### config.mk
export PLATFORM = sky130hd
export DESIGN_NAME = breakpoint_table_with_hit_skip
export DESIGN_NICKNAME = d
export VERILOG_FILES = /design/src/rtl/bpt_pkg.sv /design/src/rtl/bpt_mem.sv /design/src/rtl/bpt_seq.sv /design/src/rtl/breakpoint_table_with_hit_skip.sv
export SDC_FILE = /design/constraint.sdc
export NUM_CORES = 1
export LEC_CHECK = 0
export BUFFER_PORTS_ARGS = -buffer_cell sky130_fd_sc_hd__buf_2
export CORE_MARGIN = 2
export CORE_UTILIZATION = 56
export CTS_CLUSTER_SIZE = 30
export DETAILED_ROUTE_END_ITERATION = 10
export PLACE_DENSITY = 0.75
export SYNTH_ARGS = -nofsm -noshare
export SYNTH_HDL_FRONTEND = slang
export SYNTH_SLANG_ARGS = --single-unit
### constraint.sdc
create_clock -name clk -period 6 [get_ports clk]
set_input_delay 0.3 -clock clk [delete_from_list [all_inputs] [get_ports clk]]
set_output_delay 0.3 -clock clk [all_outputs]
set_load 0.01 [all_outputs]
### src/rtl/bpt_pkg.sv
// ============================================================================
// Breakpoint table package
// Shared constants, codes and structures of the breakpoint table with hit skip.
// ============================================================================
package bpt_pkg;

    localparam int TABLE_DEPTH = 16;
    localparam int ADDR_WIDTH  = 16;
    localparam int IDX_W       = (TABLE_DEPTH > 1) ? $clog2(TABLE_DEPTH) : 1;
    localparam int CNT_W       = $clog2(TABLE_DEPTH + 1);
    localparam int HITS_W      = 17;

    localparam logic [HITS_W-1:0] HITS_MAX = '1;
    localparam logic [15:0] ADDR_MASK =
        (ADDR_WIDTH >= 16) ? 16'hFFFF : 16'((17'd1 << ADDR_WIDTH) - 17'd1);

    typedef enum logic [3:0] {
        OP_CHECK    = 4'd0,
        OP_ADD      = 4'd1,
        OP_REM_IDX  = 4'd2,
        OP_REM_ADDR = 4'd3,
        OP_REPLACE  = 4'd4,
        OP_EN_IDX   = 4'd5,
        OP_EN_ADDR  = 4'd6,
        OP_QRY_ADDR = 4'd7,
        OP_QRY_IDX  = 4'd8,
        OP_SET_STOP = 4'd9
    } op_t;

    typedef enum logic [1:0] {
        ST_DONE    = 2'd0,
        ST_IGNORED = 2'd1,
        ST_FULL    = 2'd2
    } status_t;

    typedef enum logic [1:0] {
        STOP_OFF  = 2'd0,
        STOP_ADDR = 2'd1,
        STOP_ANY  = 2'd2
    } stop_t;

    typedef enum logic [2:0] {
        S_IDLE,
        S_DISP,
        S_SCAN,
        S_ACT,
        S_REPL,
        S_SHIFT,
        S_SH_WR,
        S_DONE
    } state_t;

    typedef struct packed {
        logic [15:0]       addr;
        logic              en;
        logic [15:0]       skip;
        logic [HITS_W-1:0] hits;
    } entry_t;

    typedef struct packed {
        op_t         op;
        logic [15:0] addr;
        logic [3:0]  index;
        logic [15:0] skip_count;
        logic        enable_value;
        logic        stop_any;
    } item_t;

    typedef struct packed {
        logic        hit;
        status_t     status;
        logic        found;
        logic        found_enabled;
        logic        found_conditional;
        logic [15:0] found_addr;
        logic [4:0]  entry_count;
        logic        active;
    } res_t;

    typedef struct packed {
        logic             en;
        logic [IDX_W-1:0] addr;
        entry_t           data;
    } mem_wr_t;

    typedef struct packed {
        logic             en;
        logic [IDX_W-1:0] addr;
    } mem_rd_t;

endpackage

### src/rtl/bpt_mem.sv
// ============================================================================
// Breakpoint entry store
// One write port and one read port with registered read data.
// ============================================================================
module bpt_mem
    import bpt_pkg::*;
(
    input  logic    clk,
    input  mem_wr_t wr,
    input  mem_rd_t rd,
    output entry_t  rd_data
);

    entry_t mem [TABLE_DEPTH];
    entry_t rd_data_reg;

    always_ff @(posedge clk)
    begin
        if (wr.en)
        begin
            mem[wr.addr] <= wr.data;
        end
    end

    always_ff @(posedge clk)
    begin
        if (rd.en)
        begin
            rd_data_reg <= mem[rd.addr];
        end
    end

    assign rd_data = rd_data_reg;

endmodule

### src/rtl/bpt_seq.sv
// ============================================================================
// Breakpoint table sequencer
// Scans, updates and compacts the entry store one entry at a time.
// ============================================================================
module bpt_seq
    import bpt_pkg::*;
(
    input  logic    clk,
    input  logic    rst_n,
    input  logic    start,
    input  item_t   item,
    input  logic    out_free,
    output logic    idle,
    output logic    done,
    output res_t    res,
    output mem_wr_t mem_wr,
    output mem_rd_t mem_rd,
    input  entry_t  rd_data
);

    state_t            state_reg, state_next;
    op_t               op_reg, op_next;
    logic [15:0]       addr_reg, addr_next;
    logic [3:0]        index_reg, index_next;
    logic [15:0]       skip_reg, skip_next;
    logic              en_reg, en_next;
    logic              any_reg, any_next;
    logic [CNT_W-1:0]  used_reg, used_next;
    stop_t             stop_mode_reg, stop_mode_next;
    logic [15:0]       stop_addr_reg, stop_addr_next;
    logic [CNT_W-1:0]  ptr_reg, ptr_next;
    logic [IDX_W-1:0]  chk_reg, chk_next;
    logic              rd_vld_reg, rd_vld_next;
    logic              found_reg, found_next;
    logic [IDX_W-1:0]  pos_reg, pos_next;
    res_t              res_reg, res_next;

    logic              idx_ok;
    logic [HITS_W-1:0] hits_inc;
    entry_t            upd;

    assign idx_ok = 32'(index_reg) < 32'(used_reg);

    always_ff @(posedge clk or negedge rst_n)
    begin
        if (!rst_n)
        begin
            state_reg     <= S_IDLE;
            used_reg      <= '0;
            stop_mode_reg <= STOP_OFF;
            stop_addr_reg <= '0;
            rd_vld_reg    <= 1'b0;
            found_reg     <= 1'b0;
        end
        else
        begin
            state_reg     <= state_next;
            used_reg      <= used_next;
            stop_mode_reg <= stop_mode_next;
            stop_addr_reg <= stop_addr_next;
            rd_vld_reg    <= rd_vld_next;
            found_reg     <= found_next;
        end
    end

    always_ff @(posedge clk)
    begin
        op_reg    <= op_next;
        addr_reg  <= addr_next;
        index_reg <= index_next;
        skip_reg  <= skip_next;
        en_reg    <= en_next;
        any_reg   <= any_next;
        ptr_reg   <= ptr_next;
        chk_reg   <= chk_next;
        pos_reg   <= pos_next;
        res_reg   <= res_next;
    end

    always_comb
    begin
        state_next     = state_reg;
        op_next        = op_reg;
        addr_next      = addr_reg;
        index_next     = index_reg;
        skip_next      = skip_reg;
        en_next        = en_reg;
        any_next       = any_reg;
        used_next      = used_reg;
        stop_mode_next = stop_mode_reg;
        stop_addr_next = stop_addr_reg;
        ptr_next       = ptr_reg;
        chk_next       = chk_reg;
        rd_vld_next    = rd_vld_reg;
        found_next     = found_reg;
        pos_next       = pos_reg;
        res_next       = res_reg;
        mem_wr         = '0;
        mem_rd         = '0;
        done           = 1'b0;
        upd            = rd_data;
        hits_inc       = (rd_data.hits == HITS_MAX) ? rd_data.hits : rd_data.hits + 1'b1;

        unique case (state_reg)
            S_IDLE:
            begin
                if (start)
                begin
                    op_next    = item.op;
                    addr_next  = item.addr & ADDR_MASK;
                    index_next = item.index;
                    skip_next  = item.skip_count;
                    en_next    = item.enable_value;
                    any_next   = item.stop_any;
                    res_next   = '0;
                    state_next = S_DISP;
                end
            end

            S_DISP:
            begin
                ptr_next    = '0;
                rd_vld_next = 1'b0;
                found_next  = 1'b0;
                case (op_reg) inside
                    OP_CHECK:
                    begin
                        if (stop_mode_reg == STOP_ANY ||
                            (stop_mode_reg == STOP_ADDR && addr_reg == stop_addr_reg))
                        begin
                            stop_mode_next = STOP_OFF;
                            res_next.hit   = 1'b1;
                            state_next     = S_DONE;
                        end
                        else
                        begin
                            state_next = S_SCAN;
                        end
                    end
                    OP_ADD, OP_REM_ADDR, OP_REPLACE, OP_EN_ADDR, OP_QRY_ADDR:
                    begin
                        state_next = S_SCAN;
                    end
                    OP_REM_IDX:
                    begin
                        if (idx_ok)
                        begin
                            ptr_next   = CNT_W'(index_reg);
                            state_next = S_SHIFT;
                        end
                        else
                        begin
                            res_next.status = ST_IGNORED;
                            state_next      = S_DONE;
                        end
                    end
                    OP_EN_IDX, OP_QRY_IDX:
                    begin
                        if (idx_ok)
                        begin
                            mem_rd.en   = 1'b1;
                            mem_rd.addr = IDX_W'(index_reg);
                            found_next  = 1'b1;
                            pos_next    = IDX_W'(index_reg);
                            state_next  = S_ACT;
                        end
                        else
                        begin
                            res_next.status = ST_IGNORED;
                            state_next      = S_DONE;
                        end
                    end
                    OP_SET_STOP:
                    begin
                        stop_addr_next = addr_reg;
                        stop_mode_next = any_reg ? STOP_ANY : STOP_ADDR;
                        state_next     = S_DONE;
                    end
                    default:
                    begin
                        res_next.status = ST_IGNORED;
                        state_next      = S_DONE;
                    end
                endcase
            end

            S_SCAN:
            begin
                if (rd_vld_reg && rd_data.addr == addr_reg)
                begin
                    found_next  = 1'b1;
                    pos_next    = chk_reg;
                    rd_vld_next = 1'b0;
                    state_next  = S_ACT;
                end
                else if (ptr_reg < used_reg)
                begin
                    mem_rd.en   = 1'b1;
                    mem_rd.addr = ptr_reg[IDX_W-1:0];
                    rd_vld_next = 1'b1;
                    chk_next    = ptr_reg[IDX_W-1:0];
                    ptr_next    = ptr_reg + 1'b1;
                end
                else
                begin
                    found_next  = 1'b0;
                    rd_vld_next = 1'b0;
                    state_next  = S_ACT;
                end
            end

            S_ACT:
            begin
                state_next = S_DONE;
                case (op_reg) inside
                    OP_CHECK:
                    begin
                        if (found_reg && rd_data.en)
                        begin
                            upd.hits     = hits_inc;
                            mem_wr.en    = 1'b1;
                            mem_wr.addr  = pos_reg;
                            mem_wr.data  = upd;
                            res_next.hit = hits_inc > {1'b0, rd_data.skip};
                        end
                    end
                    OP_ADD:
                    begin
                        if (found_reg)
                        begin
                            res_next.status = ST_IGNORED;
                        end
                        else if (32'(used_reg) >= TABLE_DEPTH)
                        begin
                            res_next.status = ST_FULL;
                        end
                        else
                        begin
                            mem_wr.en        = 1'b1;
                            mem_wr.addr      = used_reg[IDX_W-1:0];
                            mem_wr.data.addr = addr_reg;
                            mem_wr.data.en   = 1'b1;
                            mem_wr.data.skip = skip_reg;
                            mem_wr.data.hits = '0;
                            used_next        = used_reg + 1'b1;
                        end
                    end
                    OP_REM_ADDR:
                    begin
                        if (found_reg)
                        begin
                            ptr_next   = CNT_W'(pos_reg);
                            state_next = S_SHIFT;
                        end
                        else
                        begin
                            res_next.status = ST_IGNORED;
                        end
                    end
                    OP_REPLACE:
                    begin
                        if (found_reg || !idx_ok)
                        begin
                            res_next.status = ST_IGNORED;
                        end
                        else
                        begin
                            mem_rd.en   = 1'b1;
                            mem_rd.addr = IDX_W'(index_reg);
                            state_next  = S_REPL;
                        end
                    end
                    OP_EN_ADDR, OP_EN_IDX:
                    begin
                        if (found_reg)
                        begin
                            upd.en      = en_reg;
                            mem_wr.en   = 1'b1;
                            mem_wr.addr = pos_reg;
                            mem_wr.data = upd;
                        end
                        else
                        begin
                            res_next.status = ST_IGNORED;
                        end
                    end
                    OP_QRY_ADDR, OP_QRY_IDX:
                    begin
                        if (found_reg)
                        begin
                            res_next.found             = 1'b1;
                            res_next.found_enabled     = rd_data.en;
                            res_next.found_conditional = rd_data.skip != '0;
                            res_next.found_addr        = rd_data.addr;
                        end
                        else
                        begin
                            res_next.status = ST_IGNORED;
                        end
                    end
                    default:
                    begin
                        res_next.status = ST_IGNORED;
                    end
                endcase
            end

            S_REPL:
            begin
                upd.addr    = addr_reg;
                upd.hits    = '0;
                mem_wr.en   = 1'b1;
                mem_wr.addr = IDX_W'(index_reg);
                mem_wr.data = upd;
                state_next  = S_DONE;
            end

            S_SHIFT:
            begin
                if (ptr_reg + 1'b1 < used_reg)
                begin
                    mem_rd.en   = 1'b1;
                    mem_rd.addr = IDX_W'(ptr_reg + 1'b1);
                    state_next  = S_SH_WR;
                end
                else
                begin
                    used_next  = used_reg - 1'b1;
                    state_next = S_DONE;
                end
            end

            S_SH_WR:
            begin
                mem_wr.en   = 1'b1;
                mem_wr.addr = ptr_reg[IDX_W-1:0];
                mem_wr.data = rd_data;
                ptr_next    = ptr_reg + 1'b1;
                state_next  = S_SHIFT;
            end

            S_DONE:
            begin
                if (out_free)
                begin
                    done       = 1'b1;
                    state_next = S_IDLE;
                end
            end

            default:
            begin
                state_next = S_IDLE;
            end
        endcase
    end

    always_comb
    begin
        res             = res_reg;
        res.entry_count = 5'(used_reg);
        res.active      = (used_reg != '0) || (stop_mode_reg != STOP_OFF);
    end

    assign idle = (state_reg == S_IDLE);

endmodule

### src/rtl/breakpoint_table_with_hit_skip.sv
// ============================================================================
// Breakpoint table with hit skip
// Top level: stream ports, result register and the table sequencer.
// ============================================================================
// Each word passes through the idle state, a decode state and a state that
// presents the result, plus the work of the operation itself: an index
// operation reads its entry once and arming the soft stop adds no work, an
// address search reads the entries one at a time, a replacement adds one more
// read and write, and a removal reads and writes each entry shifted down. The
// work is set by the single read port of the entry store, which the sequencer
// walks one entry at a time. A finished result waits in the output register
// while the next word is taken.
module breakpoint_table_with_hit_skip
    import bpt_pkg::*;
(
    input  logic        clk,
    input  logic        rst_n,
    input  logic        s_tvalid,
    output logic        s_tready,
    input  logic [39:0] s_tdata,  // addr, index, skip_count, enable_value, stop_any
    input  logic [3:0]  s_tuser,  // op
    output logic        m_tvalid,
    input  logic        m_tready,
    output logic [31:0] m_tdata   // hit, status, found, found_enabled,
                                  // found_conditional, found_addr, entry_count,
                                  // active
);

    item_t       item;
    res_t        res;
    mem_wr_t     mem_wr;
    mem_rd_t     mem_rd;
    entry_t      rd_data;
    logic        idle;
    logic        done;
    logic        out_free;
    logic        m_tvalid_reg, m_tvalid_next;
    logic [31:0] m_tdata_reg, m_tdata_next;

    assign item.op           = op_t'(s_tuser);
    assign item.addr         = s_tdata[15:0];
    assign item.index        = s_tdata[19:16];
    assign item.skip_count   = s_tdata[35:20];
    assign item.enable_value = s_tdata[36];
    assign item.stop_any     = s_tdata[37];

    assign s_tready = idle;
    assign out_free = !m_tvalid_reg || m_tready;

    bpt_seq u_seq (
        .clk      (clk),
        .rst_n    (rst_n),
        .start    (s_tvalid && s_tready),
        .item     (item),
        .out_free (out_free),
        .idle     (idle),
        .done     (done),
        .res      (res),
        .mem_wr   (mem_wr),
        .mem_rd   (mem_rd),
        .rd_data  (rd_data)
    );

    bpt_mem u_mem (
        .clk     (clk),
        .wr      (mem_wr),
        .rd      (mem_rd),
        .rd_data (rd_data)
    );

    always_comb
    begin
        m_tvalid_next = m_tvalid_reg;
        m_tdata_next  = m_tdata_reg;
        if (done)
        begin
            m_tvalid_next = 1'b1;
            m_tdata_next  = {4'b0000, res.active, res.entry_count, res.found_addr,
                             res.found_conditional, res.found_enabled, res.found,
                             res.status, res.hit};
        end
        else if (m_tready)
        begin
            m_tvalid_next = 1'b0;
        end
    end

    always_ff @(posedge clk or negedge rst_n)
    begin
        if (!rst_n)
        begin
            m_tvalid_reg <= 1'b0;
        end
        else
        begin
            m_tvalid_reg <= m_tvalid_next;
        end
    end

    always_ff @(posedge clk)
    begin
        m_tdata_reg <= m_tdata_next;
    end

    assign m_tvalid = m_tvalid_reg;
    assign m_tdata  = m_tdata_reg;

    a_busy_after_accept: assert property (@(posedge clk) disable iff (!rst_n)
        s_tvalid && s_tready |=> !s_tready)
        else $error("Input accepted again while a word is in progress.");

    a_count_bound: assert property (@(posedge clk) disable iff (!rst_n)
        m_tvalid |-> 32'(m_tdata[26:22]) <= TABLE_DEPTH)
        else $error("Entry count exceeds the table depth.");

    a_found_done: assert property (@(posedge clk) disable iff (!rst_n)
        m_tvalid && m_tdata[3] |-> m_tdata[2:1] == ST_DONE)
        else $error("A query reported a found entry with a failing status.");

    a_hit_clean: assert property (@(posedge clk) disable iff (!rst_n)
        m_tvalid && m_tdata[0] |-> m_tdata[2:1] == ST_DONE && !m_tdata[3])
        else $error("A hit was reported together with a query or failure.");

endmodule
==> results of run 1 <==
[area by class of cell]
| cell class | instances | area, um^2 | area share, % |
|---|---|---|---|
| Sequential cell | 984 | 29400 | 65.9 |
| Tap cell | 940 | 1180 | 2.64 |
| Clock buffer | 113 | 2430 | 5.45 |
| Inverter | 38 | 143 | 0.320 |
| Timing Repair Buffer | 182 | 1440 | 3.23 |
| Multi-Input combinational cell | 1363 | 9460 | 21.2 |
| Clock inverter | 56 | 551 | 1.23 |
[repair_timing]
| action | 4_1_cts | 5_1_grt |
|---|---|---|
| gates resized for setup | 0 | 0 |
| setup buffers | 0 | 0 |
| endpoints found under the hold margin | 72 | 0 |
| hold buffers | 44 | 0 |
[worst max-delay path by stage]
stage | startpoint | depth (start not counted) | to
final | u_mem.rd_data[47] | 10 | u_mem.rd_data[29]
after global routing | u_mem.rd_data[47] | 10 | u_mem.rd_data[0]
after CTS | u_mem.rd_data[47] | 10 | u_mem.rd_data[41]
after detailed placement | u_mem.rd_data[47] | 10 | u_mem.rd_data[2]
after global placement | u_mem.rd_data[47] | 10 | u_mem.rd_data[0]
after floorplan | u_seq.op_reg[3] | 8 | u_mem.mem[4][0]
[cell usage after synthesis (all sizes together) (2+ instances only)]
master,number
nand3,19
nor3,19
clkbuf,80
nor2b,9
a22oi,4
o31ai,7
a221o,9
or2,6
buf,73
or3,2
a21o,5
and3,27
nand2,438
a31oi,7
o22ai,3
xor2,36
ha,32
edfxtp,955
o211ai,2
a41oi,2
xnor2,17
a32o,2
and2,7
inv,38
nand4,9
a221oi,3
a22o,37
nor3b,3
nor4,11
o21bai,4
nor2,56
a211o,2
a32oi,200
a21oi,20
mux2,23
nand2b,18
o21a,4
o21ai,43
a211oi,4
and4,53
dfrtp,29
mux2i,205
[kinds of logic (layout without fill, tap and decap cells)]
group / Yosys count / in the layout / synth area share, %
other cells: 1 / 4 / 0.00948
compound gates: 364 / 364 / 7.43
xor+xnor: 53 / 53 / 1.17
fa+ha+maj: 33 / 33 / 1.06
mux: 228 / 228 / 5.84
flops: 984 / 984 / 74.3
simple gates: 681 / 681 / 7.92
buf+inv: 191 / 389 / 2.23
[critical path: cells and delay by family, from the launching register on]
kind            cells  cell delay [ns]
compound gates      2             0.74
xor+xnor            1             0.19
buf+inv             1             0.43
flops               1             0.50
simple gates        6             2.62
[layer usage]
| metal | global-route usage [%] | part of all wire (%) | vias to the layer above |
|---|---|---|---|
| li1 | - | - | 10100 |
| met1 | 34.7 | 39 | 11800 |
| met2 | 42.6 | 48 | 1315 |
| met3 | 4.52 | 9.6 | 243 |
| met4 | 9.02 | 3.3 | 0 |
| met5 | 0 | 0 | - |
[power groups by stage]
stage | clock network [mW] | registers, mW | logic [mW]
3_5_place_dp | 0 | 10.5 | 6.45
6_report | 5.75 | 10.4 | 6.57
2_1_floorplan | 0 | 10.3 | 4.41
4_1_cts | 5.80 | 10.4 | 6.51
5_1_grt | 6.08 | 10.5 | 7.09
3_3_place_gp | 0 | 10.5 | 6.18
[metrics by stage]
stage,instance area (um^2),setup slack (ns),instances
CTS,44600,1.32,3676
global placement,41200,1.38,3463
global route,44600,1.07,3676
detailed placement,41200,1.34,3463
floorplan,39600,0.00472,2538
finish,44600,1.23,3676
==> impl_metrics.json, run 1 <==
{
  "status": "completed",
  "final_nets": 2743,
  "avgRoutedWirePerCell_um": 25.8,
  "startpoint_type": "register",
  "vias_per_cell": 6.37,
  "io_pins": 82,
  "grt_setup_unrepaired": "no",
  "synth.area.top_cells": "edfxtp_1, mux2i_1, a32oi_1",
  "setup_viol": 0,
  "synth_top_area_cell": "edfxtp_1",
  "p_seq_share_pct": 45.8,
  "clock_skew_ns": 0.0179,
  "drive_above_1_share_pct": 12.4,
  "cp_data_required_time_ns": 6.40,
  "tritoncts": "yes",
  "seq_area_frac_synth_pct": 74.3,
  "crit_fanout": 21,
  "power_density_nw_per_um2": 510,
  "cpPeakStageDelay_ns": 0.78,
  "area_growth_pct": 12.8,
  "coreArea_um2": 70000,
  "wl_mm": 94.8,
  "synth_top_area_share_pct": 72.5,
  "netlist_instances": 2535,
  "clock_sinks": 984,
  "p_int_mw": 15.1,
  "hpwlAfterDp_mm": 49.4,
  "timing.rr.end": "u_mem.rd_data[29]",
  "fin_crit_ns": 4.77,
  "switching_share_pct": 33.4,
  "p_clk_share_pct": 25.3,
  "rows": 97,
  "hold_start": "s_tvalid",
  "fmax_ghz": 0.210,
  "grt_first_pass_wirelength_mm": 141,
  "drt_iter0_markers": 2917,
  "dieArea_um2": 72800,
  "firstDrtPassIters": 6,
  "reg2reg_depth": 10,
  "hold_end": "u_seq.state_reg[0]",
  "synth_edf_count": 955,
  "start_util_pct": 56.5,
  "port_buffers": 75,
  "hold_viol": 0,
  "cts_htree_levels": 3,
  "cp_slowest_cell": "and3_2",
  "grtUsageTotal_pct": 25.7,
  "drv_cap": 0,
  "ir_worst_vdd_v": 0.000503,
  "worst_pin_slew_ns": 1.19,
  "overflow": 0,
  "ff2ff_setup_slack_ns": 1.23,
  "cp-end-kind": "register",
  "path_clk_slew_ns": 0.06,
  "synth_flop_cell": "edfxtp_1",
  "leakagePower_nw": 16.2,
  "drc": 0,
  "syn-cell-area_um2": 39600,
  "final_util_pct": 63.7,
  "slew_violations": 0,
  "synth-async-reset-ratio_pct": 2.95,
  "cts_root_buffer": "clkbuf_16",
  "final_common_cell": "edfxtp_1",
  "syn_avg_cell_area_um2": 15.6,
  "grt_pass1_vias": 23300,
  "yosysWarnings": 0,
  "worstHoldPathType": "in -> reg",
  "cp_data_arrival_time_ns": 5.17,
  "die_h_um": 270,
  "mostFrequentLayoutCells": "edfxtp_1, nand2_1, mux2i_1",
  "n_antenna_cell": 0,
  "power.total_mw": 22.7,
  "p_comb_share_pct": 28.9,
  "critPathKind": "reg -> reg",
  "cts_made_buffers": 93,
  "cts_buffer_depth": 3,
  "holdPathStages": 4,
  "power.switching_mw": 7.60,
  "ant_nets": 0,
  "slew_headroom_pct": 20.6,
  "globalplace.congestion": 0.850,
  "yosys.cell_types.count": 64,
  "holdWs_ns": 0.103,
  "tns_ns": 0,
  "clock_latency_ns": 0.65,
  "num-fill-cells": 4777,
  "ys_ff_latch": 984,
  "finalCritPeriodShare_pct": 79.5,
  "largest_reg_flops": 800,
  "r2r-start": "u_mem.rd_data[47]",
  "antenna_found_initial": 1,
  "vias": 23400,
  "die_width_um": 270,
  "cp_cell_sequence": "xor2_1, nor4_1, nand3_1, nor4_2, and3b_1, a211oi_1, and3_2, buf_4, a32oi_1, and4_1",
  "grt_start_max_net_pins": 177
}
(Power assumes the default switching activity.)
==> inputs of run 2 (changes only) <==
==> constraint.sdc (replaced) <==
create_clock -name clk -period 4 [get_ports clk]
set_input_delay 0.2 -clock clk [delete_from_list [all_inputs] [get_ports clk]]
set_output_delay 0.2 -clock clk [all_outputs]
set_load 0.01 [all_outputs]
==> run 2 against run 1 <==
Against the previous run:
- worst setup slack got worse by 1.1 ns
- global-route usage rose by 0.34 points
- via count rose by 1.4%
- combinational power rose by 66%
- count of clock-buffer cells in the layout rose by 6
- wire length rose by 1.4%
- largest cell class unchanged
- highest routed layer unchanged
==> impl_metrics.json, run 2 (synthesized netlist as in run 1, its figures left out) <==
{
  "final_nets": 2853,
  "cp_slowest_cell": "edfxtp_1",
  "placed_area_um2": 42300,
  "setup_viol": 0,
  "hpwlAfterDp_mm": 55.0,
  "cp_data_arrival_time_ns": 4.26,
  "slew_violations": 0,
  "startpoint_type": "register",
  "grt_setup_unrepaired": "no",
  "area_growth_pct": 16.4,
  "ir_worst_vdd_v": 0.000705,
  "final_common_cell": "edfxtp_1",
  "dieArea_um2": 72800,
  "ant_nets": 0,
  "leakagePower_nw": 17.0,
  "mostFrequentLayoutCells": "edfxtp_1, nand2_1, mux2i_1",
  "coreArea_um2": 70000,
  "grt_first_pass_wirelength_mm": 143,
  "cts_htree_levels": 3,
  "cts_root_buffer": "clkbuf_16",
  "tritoncts": "yes",
  "die_h_um": 270,
  "path_delay_family": "simple AND/OR/NAND/NOR gates",
  "io_pins": 82,
  "cp-end-kind": "register",
  "final_area_um2": 46000,
  "grtUsageTotal_pct": 26.1,
  "dp_cells": 3566,
  "antenna_found_initial": 1,
  "largest_reg_flops": 800,
  "instances_no_fill": 3790,
  "grt_pass1_vias": 23600,
  "avgRoutedWirePerCell_um": 25.4,
  "path_buf_inv": 4,
  "vias": 23800,
  "drc": 0,
  "rows": 97,
  "n_antenna_cell": 0,
  "status": "completed",
  "critPathKind": "reg -> reg",
  "path_clk_slew_ns": 0.06,
  "cp_data_required_time_ns": 4.42,
  "drv_cap": 0,
  "fmax_ghz": 0.260,
  "drive_above_1_share_pct": 15.6,
  "slew_headroom_pct": 31.6,
  "clock_latency_ns": 0.67,
  "worstHoldPathType": "in -> async",
  "num-fill-cells": 4606,
  "start_util_pct": 56.5,
  "port_buffers": 75,
  "fin_crit_ns": 3.85,
  "die_width_um": 270,
  "clock_skew_ns": 0.0397,
  "globalplace.congestion": 0.872,
  "drt_iter0_markers": 2584,
  "vias_per_cell": 6.27,
  "wl_mm": 96.1,
  "overflow": 0,
  "cp_cell_sequence": "xor2_1, nor4_1, nand3_1, nor4_2, buf_4, and3b_1, buf_4, a221o_1, nor3_2, buf_4, buf_4, a32oi_1, and4_1",
  "finalCritPeriodShare_pct": 96.2,
  "cpPeakStageDelay_ns": 0.51,
  "firstDrtPassIters": 6,
  "worst_pin_slew_ns": 1.03,
  "power_density_nw_per_um2": 772,
  "grt_start_max_net_pins": 93,
  "hold_viol": 0,
  "clock_sinks": 984,
  "cts_buffer_depth": 3,
  "crit_fanout": 9,
  "cts_made_buffers": 97,
  "tns_ns": 0,
  "crit_top_cell": "buf_4"
}
## run 2: changes by cell type in the layout (fill, tap and decap cells not counted), sizes merged
cell / delta
dlygate4sd3: +1
clkbuf: +6
clkinv: -1
inv: -2
bufinv: +5
buf: +105
## run 2: per-stage QoR
stage / util [%] / power [mW] / setup slack (ns) / hold slack [ns]
after floorplan: - / 22.0 / -0.694 / -0.0956
after global placement: 60.5 / 25.9 / 0.125 / 0.287
after detailed placement: 60.5 / 26.4 / 0.0795 / 0.290
after CTS: 65.7 / 35.6 / 0.0468 / 0.144
after global routing: 65.7 / 37.0 / 0.000471 / 0.197
final: 65.7 / 35.6 / 0.150 / 0.142
## run 2: timing repair
item,4_1_cts,5_1_grt
hold buffers,45,0
resized for setup,0,1
setup buffers,0,2
hold endpoints to repair,73,0
setup endpoints to repair,0,26
## run 2: worst paths after layout
path,from,endpoint,slack [ns],depth (start not counted)
max in group asynchronous,rst_n,u_seq.stop_mode_reg[1],3.38,2
setup / recovery,u_mem.rd_data[42],u_mem.rd_data[25],0.15,13
setup reg to reg,u_mem.rd_data[42],u_mem.rd_data[25],0.15,13
min in group clk,s_tdata[11],u_seq.addr_reg[11],0.25,2
hold / removal,rst_n,u_seq.stop_addr_reg[2],0.14,2
hold reg to reg,u_seq.res[14],m_tdata[14],0.42,0
## run 2: per-layer routing
| layer | GRT usage, % | vias to the layer above | share of wire [%] |
|---|---|---|---|
| met5 | 0 | - | 0 |
| met2 | 44.2 | 1240 | 50 |
| met4 | 8.99 | 0 | 3.0 |
| met3 | 4.01 | 213 | 8.1 |
| met1 | 34.7 | 11900 | 39 |
| li1 | - | 10400 | - |
## run 2: where the power goes
group	switching [mW]	internal, mW
clock	3.79	5.39
sequential	0.899	14.6
combinational	7.01	3.88
total	11.7	23.9
## run 2: area by class of cell
class | count | area [um^2] | share of cell area (%)
flip-flops and latches | 984 | 29400 | 63.9
inverters | 38 | 143 | 0.310
repair buffers | 288 | 2610 | 5.67
well taps | 940 | 1180 | 2.55
clock inverters | 58 | 667 | 1.45
multi-input cells | 1363 | 9480 | 20.6
clock buffers | 119 | 2560 | 5.57
## run 2: worst reg2reg max path: stages (launching register included)
cell and delay [ns]:
edfxtp_1 0.51, xor2_1 0.22, nor4_1 0.34, nand3_1 0.21
nor4_2 0.26, buf_4 0.18, and3b_1 0.27, buf_4 0.22
a221o_1 0.42, nor3_2 0.17, buf_4 0.22, buf_4 0.21
a32oi_1 0.16, and4_1 0.21
